==> src/hdl/hhr_pkg.sv <==
`default_nettype none
package hhr_pkg;

    localparam int MAX_WIDTH  = 4096;
    localparam int RING_SIZE  = 2 * MAX_WIDTH + 3;
    localparam int ADDR_W     = $clog2(RING_SIZE);
    localparam int COL_W      = $clog2(MAX_WIDTH + 1);
    localparam int ROW_W      = 16;
    localparam int TOT_W      = COL_W + ROW_W;
    localparam int GRAD_W     = 36;
    localparam int TAP_N      = 9;
    localparam int FIFO_DEPTH = 2;
    localparam int FIFO_AW    = $clog2(FIFO_DEPTH);

    localparam logic [2:0] CFG_WIDTH   = 3'd0;
    localparam logic [2:0] CFG_HEIGHT  = 3'd1;
    localparam logic [2:0] CFG_COS_ZEN = 3'd2;
    localparam logic [2:0] CFG_SIN_ZEN = 3'd3;
    localparam logic [2:0] CFG_COS_AZ  = 3'd4;
    localparam logic [2:0] CFG_SIN_AZ  = 3'd5;
    localparam logic [2:0] CFG_SCALE_X = 3'd6;
    localparam logic [2:0] CFG_SCALE_Y = 3'd7;

    localparam logic KIND_SAMPLE = 1'b0;

    typedef struct packed {
        logic        [12:0] image_width;
        logic        [15:0] image_height;
        logic        [14:0] cos_zenith;
        logic        [14:0] sin_zenith;
        logic signed [15:0] cos_azimuth;
        logic signed [15:0] sin_azimuth;
        logic        [23:0] scale_x;
        logic        [23:0] scale_y;
    } cfg_t;

    // one centre pixel handed from the window gatherer to the shader
    typedef struct packed {
        logic signed [GRAD_W-1:0] gx;
        logic signed [GRAD_W-1:0] gy;
        logic                     center_nd;
        logic                     frame_end;
    } win_t;

    typedef enum logic [1:0] {
        F_IDLE,
        F_EVAL,
        F_READ,
        F_PUSH
    } front_state_t;

    typedef enum logic [2:0] {
        B_IDLE,
        B_MULA,
        B_SHIFT,
        B_MULB,
        B_SQRT,
        B_PREP,
        B_DIV,
        B_DONE
    } back_state_t;

endpackage
`default_nettype wire

==> src/hdl/hhr_fifo.sv <==
`default_nettype none
module hhr_fifo (
    input  wire logic          clk,
    input  wire logic          rst_n,
    input  wire logic          push,
    input  wire hhr_pkg::win_t push_data,
    output logic               full,
    input  wire logic          pop,
    output hhr_pkg::win_t      pop_data,
    output logic               empty
);
    import hhr_pkg::*;

    win_t                 mem [FIFO_DEPTH];
    logic [FIFO_AW-1:0]   wr_ptr_reg;
    logic [FIFO_AW-1:0]   rd_ptr_reg;
    logic [FIFO_AW:0]     count_reg;

    assign full     = (count_reg == (FIFO_AW+1)'(FIFO_DEPTH));
    assign empty    = (count_reg == '0);
    assign pop_data = mem[rd_ptr_reg];

    always_ff @(posedge clk)
    begin
        if (push && !full)
        begin
            mem[wr_ptr_reg] <= push_data;
        end
    end

    always_ff @(posedge clk or negedge rst_n)
    begin
        if (!rst_n)
        begin
            wr_ptr_reg <= '0;
            rd_ptr_reg <= '0;
            count_reg  <= '0;
        end
        else
        begin
            if (push && !full)
            begin
                wr_ptr_reg <= (wr_ptr_reg == FIFO_AW'(FIFO_DEPTH - 1)) ? '0 : wr_ptr_reg + 1'b1;
            end
            if (pop && !empty)
            begin
                rd_ptr_reg <= (rd_ptr_reg == FIFO_AW'(FIFO_DEPTH - 1)) ? '0 : rd_ptr_reg + 1'b1;
            end
            count_reg <= count_reg + (FIFO_AW+1)'(push && !full) - (FIFO_AW+1)'(pop && !empty);
        end
    end

    a_no_pop_empty: assert property (@(posedge clk) disable iff (!rst_n) !(pop && empty))
        else $error("pop on empty queue");
    a_count_bound: assert property (@(posedge clk) disable iff (!rst_n)
        count_reg <= (FIFO_AW+1)'(FIFO_DEPTH))
        else $error("queue count overflow");
    a_push_grows: assert property (@(posedge clk) disable iff (!rst_n)
        (push && !full && !pop) |=> (count_reg == $past(count_reg) + 1'b1))
        else $error("queue count did not grow on push");

endmodule
`default_nettype wire

==> config.mk <==
export PLATFORM = sky130hd
export DESIGN_NAME = hhr_fifo
export DESIGN_NICKNAME = d
export VERILOG_FILES = /design/src/hdl/hhr_pkg.sv /design/src/hdl/hhr_fifo.sv
export SDC_FILE = /design/constraint.sdc
export NUM_CORES = 1
export LEC_CHECK = 0
export ABC_AREA = 1
export BUFFER_PORTS_ARGS = -buffer_cell sky130_fd_sc_hd__buf_2
export CAP_MARGIN = 20
export CORE_MARGIN = 2
export CORE_UTILIZATION = 40
export DETAILED_ROUTE_END_ITERATION = 6
export GPL_ROUTABILITY_DRIVEN = 1
export PLACE_DENSITY = 0.62
export SYNTH_ARGS = -nofsm -noshare
export SYNTH_HDL_FRONTEND = slang
export SYNTH_SLANG_ARGS = --single-unit
export TNS_END_PERCENT = 10
==> constraint.sdc <==
create_clock -name clk -period 4.65 [get_ports clk]
set_input_delay 0.6975 -clock clk [delete_from_list [all_inputs] [get_ports clk]]
set_output_delay 0.6975 -clock clk [all_outputs]
set_load 0.005 [all_outputs]
==> flow_metrics.py <==
metrics = {
    "final_layout": {
        "final_core_util_pct": 51.4,
        "diodes": 0,
        "fillerInstances": 1229,
        "drive_gt1_share_pct": 31.9,
        "areaGrowthSynthToFinish_pct": 26.4,
        "final_nets": 660,
        "largest_reg_flops": 148,
    },
    "detailed_routing": {
        "drc": 0,
        "ant_nets": 0,
        "via_per_inst": 4.50,
        "wirelength_met1_um": 4420,
        "vias": 3477,
        "top_layer": "met4",
        "dr.pass1.iters": 4,
        "met3WireLength_um": 760,
        "wl_met2_um": 5270,
        "drt_iter0_drc": 185,
        "wl_um": 10600,
        "wl_per_cell_um": 13.8,
    },
    "yosys": {
        "synth_nets": 500,
        "yosysMostFrequentCell": "nand2_1",
        "yosys_warnings": 0,
        "synth_common_cells": "235 x nand2_1, 148 x edfxtp_1, 10 x buf_2, 10 x inv_1, 5 x buf_4",
        "synth_enable_flop_cells": 148,
        "synthMuxAreaShare_pct": 0,
        "ys_ff_latch": 152,
        "seq_area_frac_synth_pct": 81.1,
        "syn_inst": 420,
        "synth_cell_types": 11,
        "avgSynthCellArea_sq_um": 13.3,
        "synth_top_family_by_area": "simple AND/OR/NAND/NOR gates",
        "synthAdderAreaFrac_pct": 0.447,
        "syn_area_sq_um": 5600,
        "async_flop_share_pct": 2.63,
        "synth_xor_area_share_pct": 0,
        "synth-simple-area-share_pct": 16.1,
        "synth_ff_type": "edfxtp_1",
        "yosys.area.top_type": "edfxtp_1",
        "synthTopCellsByArea": "edfxtp_1 79%, nand2_1 16%, dfrtp_1 1.8%",
        "synth_compound_area_share_pct": 0,
        "yosysTopAreaCellShare_pct": 79.3,
    },
    "placed_design": {
        "gp_congestion": 0.736,
        "io_buffers": 153,
        "dp_hpwl_um": 6460,
    },
    "setup_path": {
        "reg2reg_slack_ps": 2450,
        "crit_path_frequent_cell": "nand2_1",
        "crit_buf_inv": 3,
        "critPathTopFamily": "buffers and inverters",
        "cp-end-kind": "output port",
        "arrival_ps": 2120,
        "worst-setup-path-type": "reg2out",
        "startpoint": "rd_ptr_reg$_DFFE_PN0P_",
        "r2r-start": "count_reg[0]$_DFF_PN0_",
        "endpoint": "pop_data[54]",
        "r2r_cells": 5,
        "path_cells": "inv_2 > buf_4 > nand2_1 > nand2_1 > buf_2",
        "worst-path-max-fanout": 39,
        "cp.required_ps": 3950,
        "cp_slowest_stage_delay_ps": 490,
        "path_depth": 5,
        "worst_r2r_endpoint": "mem[0][28]$_DFFE_PP_",
        "start_kind": "register",
        "critical-path-slowest-cell": "buf_4",
    },
    "timing": {
        "timing.setup.tns_ps": 0,
        "finalCritPeriodShare_pct": 60.6,
        "slew_viol_final": 0,
        "max_freq_mhz": 355,
        "worst_slew_pin_slew_ps": 1010,
        "clock_skew_ps": 6.44,
        "fin_crit_ps": 2820,
        "hold_viol_final": 0,
        "relSlewSlack_pct": 32.5,
        "grt_setup_unrepaired": "no",
        "setup_violations": 0,
    },
    "min_path": {
        "hold_path_class": "in2async",
    },
    "cts": {
        "clock_latency_ps": 420,
        "cts_inserted_buffers": 17,
        "cts_buffer_depth": 2,
        "postCtsSetupBuffers": 0,
        "root_buffer": "clkbuf_16",
        "post_cts_resized": 0,
        "clk_pin_slew_ps": 60,
        "cts_tree": "yes",
        "h-tree-depth": 4,
        "hold_buffers": 0,
        "cts_sinks": 152,
    },
    "die": {
        "start_util_pct": 40.7,
        "ios": 154,
        "die_w_um": 122,
        "rows": 43,
        "dieArea_sq_um": 15000,
        "die_h_um": 122,
        "core_area_sq_um": 13800,
    },
    "flow_run": {
        "drv.max_cap_violation_count": 0,
    },
    "pwr": {
        "ir_drop_mv": 0.264,
        "p_per_area_nw_per_um2": 624,
        "p_leak_uw": 0.00309,
    },
    "grt": {
        "grtUsageTotal_pct": 14.6,
        "grt_pass1_wl_um": 16200,
        "grt_pass1_vias": 3342,
        "grt_overflow": 0,
        "grt_max_degree": 76,
        "antenna_found_initial": 0,
    },
    "outcome": {
        "status": "finished, final reports clean",
    },
}
per-stage QoR:
stage,instance area [sq um],total power (uW),hold WS [ps],cells,setup WS (ps)
after detailed placement,6540,3240,458,741,2130
after floorplan,5600,2690,402,420,274
final,7080,4420,82.7,773,1830
after CTS,7080,4490,61.9,773,1780
after global routing,7080,4720,66.0,773,1630
after global placement,6540,3210,453,741,2160
cells by family after synthesis:
family        count (synthesis)
fa+ha+maj                     2
buf+inv                      27
flops                       152
simple gates                239
power by group:
group / switching, uW / internal [uW] / total, uW
Sequential: 66.5 / 1880 / 1940
Combinational: 800 / 431 / 1230
Clock: 513 / 731 / 1240
routing by layer:
| metal | global-route usage [%] | vias up |
|---|---|---|
| li1 | - | 1731 |
| met1 | 16.9 | 1614 |
| met2 | 24.2 | 112 |
| met3 | 5.25 | 20 |
| met4 | 7.18 | 0 |
| met5 | 0 | - |
how the worst min path moves through the flow:
stage,start,endpoint,slack (ps),cells after the start
2_1_floorplan,rst_n,count_reg[0]$_DFF_PN0_,400,0
3_3_place_gp,wr_ptr_reg$_DFFE_PN0P_,wr_ptr_reg$_DFFE_PN0P_,450,2
3_5_place_dp,wr_ptr_reg$_DFFE_PN0P_,wr_ptr_reg$_DFFE_PN0P_,460,2
4_1_cts,rst_n,count_reg[0]$_DFF_PN0_,60,1
5_1_grt,rst_n,wr_ptr_reg$_DFFE_PN0P_,70,1
6_report,rst_n,wr_ptr_reg$_DFFE_PN0P_,80,1
area by class of cell:
cell class                 count  area (sq um)  share of cell area [%]
multi-input combinational    241           933                    13.2
clock buffer                  20           437                    6.16
sequential                   152          4550                    64.2
inverter                      11          42.5                   0.600
clock inverter                12           105                    1.48
timing repair buffer         157           796                    11.2
tap                          180           225                    3.18
layout by cell type, fill, tap and decap left out, drive strengths merged:
| cell | netlist | final |
|---|---|---|
| buf | 15 | 157 |
| bufinv | 0 | 1 |
| clkbuf | 1 | 20 |
| clkinv | 0 | 8 |
| clkinvlp | 0 | 4 |
| dfrtp | 4 | 4 |
| edfxtp | 148 | 148 |
| ha | 2 | 2 |
| inv | 11 | 10 |
| nand2 | 235 | 235 |
| nand3 | 3 | 3 |
| nor2 | 1 | 1 |
Power figures use the tool's default switching activity.
